**src/hw/rtl/prc_pkg.sv**
```systemverilog
// shared types and constants for the pump rest-cycle controller
// no dependencies; imported by prc_step and pump_rest_cycle_controller
`default_nettype none

package prc_pkg;

  typedef enum logic [1:0] {
    CMD_TICK  = 2'd0,
    CMD_START = 2'd1,
    CMD_STOP  = 2'd2,
    CMD_ANTI  = 2'd3
  } command_t;

  typedef enum logic [1:0] {
    REG_REST_INTERVAL = 2'd0,
    REG_REST_TIME     = 2'd1,
    REG_INVERT        = 2'd2
  } reg_index_t;

  localparam int unsigned SEC_W      = 16;
  localparam int unsigned CFG_DATA_W = 16;
  localparam int unsigned IN_DATA_W  = 8;
  localparam int unsigned OUT_DATA_W = 8;

  localparam logic [SEC_W-1:0] SEC_MAX       = 16'hFFFF;
  localparam logic [3:0]       ON_BASE_TICKS = 4'd6;
  localparam logic [3:0]       OFF_TICKS     = 4'd8;

  typedef struct packed {
    logic             recirculating;
    logic             resting;
    logic             pump_drive;
    logic [1:0]       quarter_count;
    logic [SEC_W-1:0] run_seconds;
    logic [SEC_W-1:0] rest_seconds;
    logic             sequence_active;
    logic [2:0]       pulse_index;
    logic             pulse_phase_off;
    logic [3:0]       phase_ticks;
  } prc_state_t;

  typedef struct packed {
    logic sequence_done;
    logic sequence_busy;
    logic beep;
    logic resting_status;
    logic pump_on;
    logic pump_pin;
  } prc_result_t;

endpackage

`default_nettype wire

```
**src/hw/rtl/prc_step.sv**
```systemverilog
// next-state and result logic for one command word of the pump controller
// depends on prc_pkg
`default_nettype none

module prc_step #(
  parameter int unsigned PULSE_COUNT = 5
) (
  input  prc_pkg::prc_state_t      st,
  input  prc_pkg::command_t        command,
  input  logic                     pid_acting,
  input  logic [prc_pkg::SEC_W-1:0] rest_interval_s,
  input  logic [prc_pkg::SEC_W-1:0] rest_time_s,
  input  logic                     invert_output,
  output prc_pkg::prc_state_t      st_next,
  output prc_pkg::prc_result_t     result
);
  import prc_pkg::*;

  localparam logic [3:0] PULSE_LAST = 4'(PULSE_COUNT);

  logic beep;
  logic done;

  always_comb begin
    st_next = st;
    beep    = 1'b0;
    done    = 1'b0;

    if (command == CMD_TICK) begin
      st_next.quarter_count = st.quarter_count + 2'd1;
      if (st_next.quarter_count == 2'd0) begin
        if (st.run_seconds != SEC_MAX) st_next.run_seconds = st.run_seconds + 16'd1;
        if (st.rest_seconds != SEC_MAX) st_next.rest_seconds = st.rest_seconds + 16'd1;
      end
      if (st.sequence_active) begin
        st_next.phase_ticks = st.phase_ticks + 4'd1;
        if (!st.pulse_phase_off) begin
          // on time of pulse k is 7+k ticks
          if (st_next.phase_ticks >= ON_BASE_TICKS + 4'd1 + {1'b0, st.pulse_index}) begin
            st_next.pump_drive      = 1'b0;
            st_next.pulse_phase_off = 1'b1;
            st_next.phase_ticks     = 4'd0;
          end
        end else if (st_next.phase_ticks >= OFF_TICKS) begin
          st_next.phase_ticks     = 4'd0;
          st_next.pulse_phase_off = 1'b0;
          if ({1'b0, st.pulse_index} + 4'd1 >= PULSE_LAST) begin
            st_next.sequence_active = 1'b0;
            st_next.pulse_index     = 3'd0;
            done                    = 1'b1;
          end else begin
            st_next.pulse_index = st.pulse_index + 3'd1;
            st_next.pump_drive  = 1'b1;
          end
        end
      end
    end else if (!st.sequence_active) begin
      case (command)
        CMD_START: begin
          st_next.pump_drive    = 1'b1;
          st_next.recirculating = 1'b1;
          st_next.run_seconds   = '0;
          st_next.rest_seconds  = SEC_MAX;
        end
        CMD_STOP: begin
          st_next.pump_drive    = 1'b0;
          st_next.recirculating = 1'b0;
          st_next.run_seconds   = SEC_MAX;
          st_next.rest_seconds  = SEC_MAX;
        end
        CMD_ANTI: begin
          st_next.sequence_active = 1'b1;
          st_next.pulse_index     = 3'd0;
          st_next.pulse_phase_off = 1'b0;
          st_next.phase_ticks     = 4'd0;
          st_next.pump_drive      = 1'b1;
        end
        default: begin
        end
      endcase
    end

    // rest check follows every tick, start and stop outside the sequence
    if (!st.sequence_active && command != CMD_ANTI && st_next.recirculating && !pid_acting) begin
      if (!st_next.resting && st_next.run_seconds >= rest_interval_s) begin
        st_next.pump_drive   = 1'b0;
        st_next.resting      = 1'b1;
        st_next.run_seconds  = SEC_MAX;
        st_next.rest_seconds = '0;
        beep                 = 1'b1;
      end
      if (st_next.resting && st_next.rest_seconds >= rest_time_s) begin
        st_next.pump_drive   = 1'b1;
        st_next.resting      = 1'b0;
        st_next.rest_seconds = SEC_MAX;
        st_next.run_seconds  = '0;
        beep                 = 1'b1;
      end
    end
  end

  always_comb begin
    result.pump_pin       = st_next.pump_drive ^ invert_output;
    result.pump_on        = st_next.pump_drive;
    result.resting_status = st_next.resting & st_next.recirculating & ~pid_acting;
    result.beep           = beep;
    result.sequence_busy  = st_next.sequence_active;
    result.sequence_done  = done;
  end

endmodule

`default_nettype wire

```
**src/hw/rtl/pump_rest_cycle_controller.sv**
```systemverilog
// result path: a word is captured in the input register, then its result in the result register
// throughput: one command word per cycle while m_tready stays high; the state update is a single
//   registered pass through prc_step
// reset: synchronous, clears state, config to 600 s / 60 s / non-inverted, both stages empty
// top level: input stage, controller state, config registers, result stage; uses prc_step
`default_nettype none

module pump_rest_cycle_controller #(
  parameter int unsigned PULSE_COUNT = 5
) (
  input  logic                              clk,
  input  logic                              rst,
  input  logic                              s_tvalid,
  output logic                              s_tready,
  // [1:0] command, [2] pid_acting, [7:3] zero
  input  logic [prc_pkg::IN_DATA_W-1:0]     s_tdata,
  output logic                              m_tvalid,
  input  logic                              m_tready,
  // [0] pump_pin, [1] pump_on, [2] resting_status, [3] beep,
  // [4] sequence_busy, [5] sequence_done, [7:6] zero
  output logic [prc_pkg::OUT_DATA_W-1:0]    m_tdata,
  input  logic                              cfg_we,
  input  logic [1:0]                        cfg_index,
  input  logic [prc_pkg::CFG_DATA_W-1:0]    cfg_data
);
  import prc_pkg::*;

  logic [SEC_W-1:0] rest_interval_s;
  logic [SEC_W-1:0] rest_time_s;
  logic             invert_output;

  logic     in_valid;
  command_t in_command;
  logic     in_pid;

  prc_state_t  st;
  prc_state_t  st_next;
  prc_result_t result;
  prc_result_t out_result;

  logic out_take;
  logic advance;

  assign out_take = ~m_tvalid | m_tready;
  assign advance  = in_valid & out_take;
  assign s_tready = ~in_valid | out_take;

  always_ff @(posedge clk) begin
    if (rst) begin
      rest_interval_s <= 16'd600;
      rest_time_s     <= 16'd60;
      invert_output   <= 1'b0;
    end else if (cfg_we) begin
      case (reg_index_t'(cfg_index))
        REG_REST_INTERVAL: rest_interval_s <= cfg_data;
        REG_REST_TIME:     rest_time_s     <= cfg_data;
        REG_INVERT:        invert_output   <= cfg_data[0];
        default: begin
        end
      endcase
    end
  end

  always_ff @(posedge clk) begin
    if (rst) begin
      in_valid <= 1'b0;
    end else if (s_tvalid && s_tready) begin
      in_valid <= 1'b1;
    end else if (advance) begin
      in_valid <= 1'b0;
    end
  end

  always_ff @(posedge clk) begin
    if (s_tvalid && s_tready) begin
      in_command <= command_t'(s_tdata[1:0]);
      in_pid     <= s_tdata[2];
    end
  end

  prc_step #(
    .PULSE_COUNT(PULSE_COUNT)
  ) u_step (
    .st              (st),
    .command         (in_command),
    .pid_acting      (in_pid),
    .rest_interval_s (rest_interval_s),
    .rest_time_s     (rest_time_s),
    .invert_output   (invert_output),
    .st_next         (st_next),
    .result          (result)
  );

  always_ff @(posedge clk) begin
    if (rst) begin
      st <= '0;
    end else if (advance) begin
      st <= st_next;
    end
  end

  always_ff @(posedge clk) begin
    if (rst) begin
      m_tvalid <= 1'b0;
    end else if (advance) begin
      m_tvalid <= 1'b1;
    end else if (m_tready) begin
      m_tvalid <= 1'b0;
    end
  end

  always_ff @(posedge clk) begin
    if (advance) begin
      out_result <= result;
    end
  end

  assign m_tdata = {{(OUT_DATA_W - $bits(prc_result_t)){1'b0}}, out_result};

`ifndef ASSERT_OFF
  // idle sequencer fields always rest at zero
  assert property (@(posedge clk) disable iff (rst)
    !st.sequence_active |-> (st.pulse_index == 3'd0 && !st.pulse_phase_off &&
                             st.phase_ticks == 4'd0))
    else $error("sequencer fields not cleared while idle");

  assert property (@(posedge clk) disable iff (rst)
    st.sequence_active |-> ({1'b0, st.pulse_index} < 4'(PULSE_COUNT)))
    else $error("pulse index beyond pulse count");

  assert property (@(posedge clk) disable iff (rst)
    (st.sequence_active && !st.pulse_phase_off) |->
      (st.phase_ticks < ON_BASE_TICKS + 4'd1 + {1'b0, st.pulse_index}))
    else $error("on phase overran its length");

  assert property (@(posedge clk) disable iff (rst)
    (st.sequence_active && st.pulse_phase_off) |-> (st.phase_ticks < OFF_TICKS))
    else $error("off phase overran its length");

  // state only moves when a word goes into the result register
  assert property (@(posedge clk) disable iff (rst)
    !advance |=> $stable(st))
    else $error("state changed without a word advancing");
`endif

endmodule

`default_nettype wire

```
**config.mk**
```make
export PLATFORM = sky130hd
export DESIGN_NAME = pump_rest_cycle_controller
export DESIGN_NICKNAME = d
export VERILOG_FILES = /design/src/hw/rtl/prc_pkg.sv /design/src/hw/rtl/prc_step.sv /design/src/hw/rtl/pump_rest_cycle_controller.sv
export SDC_FILE = /design/constraint.sdc
export NUM_CORES = 1
export LEC_CHECK = 0
export ABC_CLOCK_PERIOD_IN_PS = 7000
export BUFFER_PORTS_ARGS = -buffer_cell sky130_fd_sc_hd__buf_2
export CORE_MARGIN = 2
export CORE_UTILIZATION = 55
export CTS_CLUSTER_SIZE = 10
export DETAILED_ROUTE_END_ITERATION = 12
export MAX_ROUTING_LAYER = met4
export PLACE_DENSITY_LB_ADDON = 0.12
export RECOVER_POWER = 50
export SYNTH_ARGS = -nofsm -noshare
export SYNTH_HDL_FRONTEND = slang
export SYNTH_SLANG_ARGS = --single-unit
```
**constraint.sdc**
```tcl
create_clock -name clk -period 7 [get_ports clk]
set_clock_uncertainty 0.2 [all_clocks]
set_input_delay 0.7 -clock clk [delete_from_list [all_inputs] [get_ports clk]]
set_output_delay 0.7 -clock clk [all_outputs]
set_load 0.02 [all_outputs]
```
==> results.md, run 1 <==
- Result of the run: complete, but fails checks
- Violated checks: capacitance limit, slew limit
- Core Area: 10200 µm²
- Pin count of the biggest net entering global routing: 47
- Post-Synthesis Mean Instance Area: 7.79 µm²
- Number of diodes added for antenna fixing: 0
- IO Port Bufs: 33
- Maximum level of the CTS H-tree: 3
- Average routed wire per standard cell: 16.8 µm
- Synth async-reset ratio: 0
- Clk pin slew, worst setup/hold paths: 0.09 ns
- Routability Congestion: 0.979
- Initial DRC count: 361
- Setup violations, final: 0
- Number of vias per cell after detailed routing: 6.07
- Share of post-route cells with drive strength above 1: 0.0964
- Areal power density over the cells: 197 nW/µm²
- Starting Density: 0.560
- Category of the most critical setup path: reg -> reg
- Worst slew margin relative to its limit: -0.357
- Total count of hold-check failures in the final report: 0
- Count of nets after finishing: 832
- Required @ worst endpoint: 7.02 ns
- Total clock sinks: 90
- Die area: 11200 µm²
- Total global routing overflow: 0
- Arrival time of data at the critical path endpoint: 6.49 ns
- Die span in y: 106 µm
- Clock period minus final worst setup slack: 6.47 ns
- Worst-Margin Slew: 2.04 ns
- Number of gates resized after cts: 0
- Leak Pwr: 2.41 nW
- Top_reg_cell synth: sky130_fd_sc_hd__dfxtp_1
- Max-capacitance violation count: 1
- Buffer type at the clock tree root: sky130_fd_sc_hd__clkbuf_8
- Sum of negative setup slack: 0 ns
- Number of buffers added by the clock tree synthesis step: 9
- Fin crit share: 0.925
- Antenna violations before repair: 0
- Area of the mapped netlist: 5730 µm²
- Pre-antenna DRT Iters: 5
- Later-pin clock latency in the skew report: 0.38 ns
- Vias post-DR: 5420
- Count of different cell masters after synthesis: 66
- Number of pins exceeding their max-slew limit in the final report: 47
- Syn-to-layout area delta: 7.30%
- Highest fanout seen on the critical path: 19
- Clk buf depth: 2
- Die width: 106 µm
- Global-route total usage across every layer: 0.282
- Top-level port count: 41
- Remaining design rule violation count: 0
- Total number of yosys warnings: 0
- Setup repair after global routing missed its margin: no
- CTS tree: done
- EDFF count, synth: 9
- Fillers: 989
- Number of storage elements in the synthesis netlist: 90
- Worst hold path type: reg -> reg
- Maximum resistive drop on vdd: 0.109 mV
- Final antenna-violating net count: 0
- Wire length of the first global-routing pass: 24500 µm
- Final wirelength: 15000 µm
- Smallest hold slack: 0.259 ns
- Register area share after synthesis: 0.330
- Crit path capture type: flip-flop
- CP startpoint kind: flip-flop
- FP Rows: 37
- Via count of the first global-routing pass: 5022
- Cell count after synthesis: 735
- HPWL after DPL: 10900 µm
- Fmax achieved: 0.154 GHz
==> cell families (layout without fill, tap and decap cells) <==
family	after synthesis	count (layout)	share of synthesized area
AOI/OAI and AO/OA	202	202	0.229
muxes	7	7	0.0125
adders and majority gates	49	49	0.107
DFF	90	90	0.330
buffers and inverters	89	110	0.0653
xor gates and xnor gates	5	5	0.00765
and+or+nand+nor	292	292	0.248
other	1	2	0.000655
==> layout make-up <==
type,count,area (µm²),share of cell area
Sequential cell,90,1890,0.308
Tap cell,136,170,0.0277
Timing Repair Buffer,47,267,0.0434
Multi-Input combinational cell,557,3470,0.565
Clock buffer,10,128,0.0208
Clock inverter,6,42.5,0.00692
Inverter,47,176,0.0287
==> cells in the final DEF (no fill, tap or decap), types with 10 or more instances in the layout <==
master,n
sky130_fd_sc_hd__nand2_1,89
sky130_fd_sc_hd__dfxtp_1,81
sky130_fd_sc_hd__a21oi_1,79
sky130_fd_sc_hd__nor2_1,69
sky130_fd_sc_hd__ha_1,49
sky130_fd_sc_hd__inv_1,47
sky130_fd_sc_hd__nor3_1,42
sky130_fd_sc_hd__o21ai_0,35
sky130_fd_sc_hd__buf_2,26
sky130_fd_sc_hd__nand4_1,18
sky130_fd_sc_hd__nand3_1,16
sky130_fd_sc_hd__a211oi_1,15
sky130_fd_sc_hd__buf_4,11
sky130_fd_sc_hd__o211ai_1,10
sky130_fd_sc_hd__clkbuf_1,10
==> repair_timing <==
action,4_1_cts,5_1_grt
setup endpoints to repair,0,2
setup buffers,0,1
hold buffers,0,0
endpoints found under the hold margin,0,0
==> worst max-delay path: stages (launching register included) <==
cell and delay (ns):
sky130_fd_sc_hd__edfxtp_1 0.43, sky130_fd_sc_hd__inv_1 0.10, sky130_fd_sc_hd__ha_1 0.45, sky130_fd_sc_hd__buf_4 0.33, sky130_fd_sc_hd__nand2_1 0.23, sky130_fd_sc_hd__nor2_1 0.26
sky130_fd_sc_hd__nand2_1 0.07, sky130_fd_sc_hd__o311ai_0 0.61, sky130_fd_sc_hd__ha_1 0.39, sky130_fd_sc_hd__nand4_1 0.12, sky130_fd_sc_hd__inv_1 0.07, sky130_fd_sc_hd__a221oi_1 0.32
sky130_fd_sc_hd__a21o_1 0.23, sky130_fd_sc_hd__a21oi_1 0.09, sky130_fd_sc_hd__buf_4 0.19, sky130_fd_sc_hd__nand2b_1 0.17, sky130_fd_sc_hd__ha_1 0.28, sky130_fd_sc_hd__nor2_1 0.04
sky130_fd_sc_hd__a21oi_1 0.14, sky130_fd_sc_hd__nor4_1 0.07, sky130_fd_sc_hd__o41ai_1 0.64, sky130_fd_sc_hd__a21oi_2 0.27, sky130_fd_sc_hd__o31ai_4 0.34, sky130_fd_sc_hd__buf_12 0.18
sky130_fd_sc_hd__a211oi_1 0.05
==> stage by stage <==
stage                util  power [mW]  cells  worst slack, ns  cell area [µm²]
floorplan               -       0.799    736             1.48             5730
global placement    0.584       0.871    876            0.612             5970
detailed placement  0.584       0.886    876            0.437             5970
CTS                 0.600        1.21    892            0.370             6140
global route        0.601        1.27    893            0.225             6140
finish              0.601        1.21    893            0.526             6140
==> layer usage <==
layer | vias to the layer above | global-route usage | share of wire
li1 | 2687 | - | -
met1 | 2500 | 0.365 | 0.45
met2 | 206 | 0.442 | 0.46
met3 | 27 | 0.0405 | 0.066
met4 | 0 | 0.122 | 0.025
met5 | - | - | 0
==> state kept, by name (all words and copies together), names as in the netlist <==
signal,count
in_command,2
in_pid,1
in_valid,1
invert_output,1
m_tdata,6
m_tvalid,1
rest_interval_s,16
rest_time_s,16
st,46
==> cell usage after synthesis (all sizes together) (8+ instances only) <==
master  instances  area [µm²]
nor2           70         265
clkbuf         32         120
nand2b          8        50.1
nor2b           8        50.1
nand4          18         113
a311oi         11         109
and3            9        56.3
edfxtp          9         270
nand2          89         334
ha             49         613
o211ai         10        75.1
a211oi         15         113
nand3          16        80.1
inv            47         176
a21oi          80         404
a21o            9        67.6
o21ai          35         175
dfxtp          81        1620
buf            10        77.6
nor3           42         210
==> path summary, 6_finish.rpt <==
| check | to | start | cells after the start | slack [ns] |
|---|---|---|---|---|
| worst min-delay path | rest_interval_s[2] | rest_interval_s[2] | 2 | 0.26 |
| worst max register to register | st[35] | in_command[1] | 24 | 0.53 |
| worst max-delay path | st[35] | in_command[1] | 24 | 0.53 |
| worst min register to register | rest_interval_s[2] | rest_interval_s[2] | 2 | 0.26 |
==> power breakdown <==
group | switching [mW] | leakage [nW] | internal (mW)
Sequential | 0.0269 | 0.746 | 0.547
Combinational | 0.188 | 1.58 | 0.119
Clock | 0.201 | 0.0827 | 0.130
Note: power is estimated with default switching activity, not from simulation.
==> run 2, diff against run 1 <==
CORE_ASPECT_RATIO = 1.1   (was default)
==> run 2 against run 1 <==
  * Global-route usage fell by 0.44 points
  * Die area about the same
  * Highest routed layer unchanged
  * Maximum frequency is 1.5% higher
  * The run still ends with capacitance limit, slew limit left
  * Total power increased by 10%
  * Clock-buffer cell count down 1
  * Sequential share of layout area fell by 0.29 points
  * Setup slack improved by 0.096 ns
==> results.md, run 2 (synthesis gave the netlist of run 1 again) <==
- Result of the run: complete, but fails checks
- Violated checks: capacitance limit, slew limit
- Die width: 101 µm (-4.5%)
- Fmax achieved: 0.157 GHz (+1.5%)
- Max-capacitance violation count: 2 (+1)
- Most flop-heavy register: st
- Number of buffers added for setup after CTS: 0 (unchanged)
- Reg-to-reg slack, setup: 0.62 ns (+0.10 ns)
- Die span in y: 111 µm (+4.7%)
- Antenna violations before repair: 0 (unchanged)
- Count of nets after finishing: 830 (-0.24%)
- Global-route total usage across every layer: 0.278 (-0.00437)
- Leading cell types in the layout, fill and taps excluded: 89 x sky130_fd_sc_hd__nand2_1, 81 x sky130_fd_sc_hd__dfxtp_1, 79 x sky130_fd_sc_hd__a21oi_1, 69 x sky130_fd_sc_hd__nor2_1, 49 x sky130_fd_sc_hd__ha_1
- Largest registers in the final layout: st (46), rest_interval_s (16), rest_time_s (16)
- Grt met2 use: 0.444 (+0.00131)
- Number of pins exceeding their max-slew limit in the final report: 83 (+77%)
- Clk pin slew, worst setup/hold paths: 0.06 ns (-0.03 ns)
- Clk buf depth: 2 (unchanged)
- Pin count of the biggest net entering global routing: 47 (unchanged)
- Worst hold path type: reg -> reg
- FF-to-FF Start: st[41]
- Cell family with the largest share of critical-path delay: compound AO/OA/AOI/OAI gates
- Hold_buf cts: 0 (unchanged)
- Final setup slack of the worst path: 0.622 ns (+0.0964 ns)
- Hold_sp: rest_interval_s[14]
- Power, Total: 1.34 mW (+10%)
- Most common cell type on the critical path: sky130_fd_sc_hd__a21oi_1
- M3 GR Usage: 0.0296 (-0.0108)
- Crit path capture type: flip-flop
- CP startpoint kind: flip-flop
- Most used routing layer: met2
- Number of buffers added by the clock tree synthesis step: 9 (unchanged)
- End-of-flow core utilization: 0.605 (+0.00466)
- Clock period minus final worst setup slack: 6.38 ns (-0.0964 ns)
- Number of cells traversed by the worst hold path: 2 (unchanged)
- CTS tree: done
- Average routed wire per standard cell: 16.8 µm (about the same)
- Required @ worst endpoint: 7.07 ns (+0.05 ns)
- Cell-by-cell trace of the critical path: ha_1 > nand4_1 > nor3_1 > or3b_2 > and3_1 > ha_1 > a21oi_1 > nand2_1 > a221oi_1 > a21o_1 > a21oi_1 > buf_4 > nor3_1 > ha_1 > o211ai_1 > a21oi_1 > nor4_1 > o41ai_1 > a21oi_2 > o21a_1 > a21oi_1
- Vias post-DR: 5365 (-1.0%)
- Number of vias per cell after detailed routing: 6.11 (+0.68%)
- Later-pin clock latency in the skew report: 0.35 ns (-0.03 ns)
- Worst Setup Slack post-DPL: 0.727 ns (+0.291 ns)
- Worst flop-to-flop path endpoint: st[19]
- Wire length of the first global-routing pass: 24300 µm (-1.1%)
- Initial DRC count: 288 (-20%)
- Highest fanout seen on the critical path: 16 (-3)
- Met1 Resource Use GR: 0.348 (-0.0166)
- Die area: 11200 µm² (about the same)
- Number of gates resized after cts: 0 (unchanged)
- Number of diodes added for antenna fixing: 0 (unchanged)
- Pre-antenna DRT Iters: 5 (unchanged)
- Total global routing overflow: 0 (unchanged)
- HPWL after DPL: 10800 µm (-1.3%)
- WP buf/inv: 1 (-4)
- Commonest non-fill, non-tap cell in the layout: sky130_fd_sc_hd__nand2_1
- Standard cell area after detailed placement: 5950 µm² (-0.40%)
- Starting Density: 0.559 (-0.000888)
- Worst-Margin Slew: 2.23 ns (+0.194 ns)
- Crit path largest cell delay: 0.66 ns (+0.02 ns)
- Post-Place Cells: 862 (-1.6%)
- Setup violations, final: 0 (unchanged)
- FP Rows: 39 (+5.4%)
- Worst slew margin relative to its limit: -0.486 (-0.129)
- Smallest hold slack: 0.254 ns (-0.00456 ns)
- Category of the most critical setup path: reg -> reg
- Core Area: 10200 µm² (+0.16%)
- Fin crit share: 0.911 (-0.0138)
- Sum of negative setup slack: 0 ns (unchanged)
- Areal power density over the cells: 216 nW/µm² (+9.4%)
- Non-filler instance count after layout: 878 (-1.7%)
- Leak Pwr: 2.44 nW (+1.4%)
- Layout Cell Area excl Fill: 6200 µm² (+0.94%)
- Maximum resistive drop on vdd: 0.118 mV (+9.0%)
- Slowest cell on crit path: sky130_fd_sc_hd__o41ai_1
- Setup repair after global routing missed its margin: no
- Top-level port count: 41 (unchanged)
- Arrival time of data at the critical path endpoint: 6.45 ns (-0.04 ns)
- Final wirelength: 14700 µm (-1.7%)
- Maximum level of the CTS H-tree: 3 (unchanged)
- Total clock sinks: 90 (unchanged)
- Syn-to-layout area delta: 8.30%
- Buffer type at the clock tree root: sky130_fd_sc_hd__clkbuf_16
- Remaining design rule violation count: 0 (unchanged)
- Total count of hold-check failures in the final report: 0 (unchanged)
- Number of flip-flops in the largest register: 46 (unchanged)
- Via count of the first global-routing pass: 5070 (+0.96%)
- Fillers: 964 (-2.5%)
- Worst Hold Path EP: rest_interval_s[14]
- IO Port Bufs: 33 (unchanged)
- Share of post-route cells with drive strength above 1: 0.0914 (-0.00504)
- Routability Congestion: 0.921 (-6.0%)
- Final antenna-violating net count: 0 (unchanged)
- Path depth of the worst reg2reg path: 21 (-13%)
run 2: power breakdown:
part | total (mW) | internal [mW] | leakage (nW) | switching (mW)
Sequential | 0.574 | 0.547 | 0.746 | 0.0268
Clock | 0.464 | 0.244 | 0.138 | 0.220
Combinational | 0.300 | 0.116 | 1.56 | 0.183
run 2: how the worst max path moves through the flow:
stage	startpoint	end	slack [ns]	cells after the start
final	st[41]	st[19]	0.62	21
after global placement	st[41]	st[24]	0.79	21
after global routing	st[41]	st[38]	0.27	22
after floorplan	in_command[0]	st[27]	1.48	23
after CTS	st[41]	st[19]	0.70	21
after detailed placement	in_command[0]	st[19]	0.73	24
run 2: worst reg2reg max path, stage by stage, from the launching register on:
cell	delay (ns)
sky130_fd_sc_hd__dfxtp_1	0.35
sky130_fd_sc_hd__ha_1	0.42
sky130_fd_sc_hd__nand4_1	0.36
sky130_fd_sc_hd__nor3_1	0.43
sky130_fd_sc_hd__or3b_2	0.47
sky130_fd_sc_hd__and3_1	0.25
sky130_fd_sc_hd__ha_1	0.32
sky130_fd_sc_hd__a21oi_1	0.15
sky130_fd_sc_hd__nand2_1	0.06
sky130_fd_sc_hd__a221oi_1	0.47
sky130_fd_sc_hd__a21o_1	0.24
sky130_fd_sc_hd__a21oi_1	0.08
sky130_fd_sc_hd__buf_4	0.19
sky130_fd_sc_hd__nor3_1	0.27
sky130_fd_sc_hd__ha_1	0.17
sky130_fd_sc_hd__o211ai_1	0.08
sky130_fd_sc_hd__a21oi_1	0.13
sky130_fd_sc_hd__nor4_1	0.07
sky130_fd_sc_hd__o41ai_1	0.66
sky130_fd_sc_hd__a21oi_2	0.23
sky130_fd_sc_hd__o21a_1	0.46
sky130_fd_sc_hd__a21oi_1	0.24
run 2: layer usage:
layer | vias up | share of wire
met2 | 137 | 0.48
met4 | 0 | 0.033
met5 | - | 0
li1 | 2681 | -
met3 | 36 | 0.040
met1 | 2511 | 0.45
run 2: final cells by class:
cell class | count | area, µm² | share of cell area
clock buffers | 9 | 225 | 0.0363
clock inverters | 7 | 52.6 | 0.00847
inverters | 47 | 176 | 0.0284
multi-input cells | 557 | 3470 | 0.559
flip-flops and latches | 90 | 1890 | 0.305
well taps | 123 | 154 | 0.0248
repair buffers | 45 | 233 | 0.0375
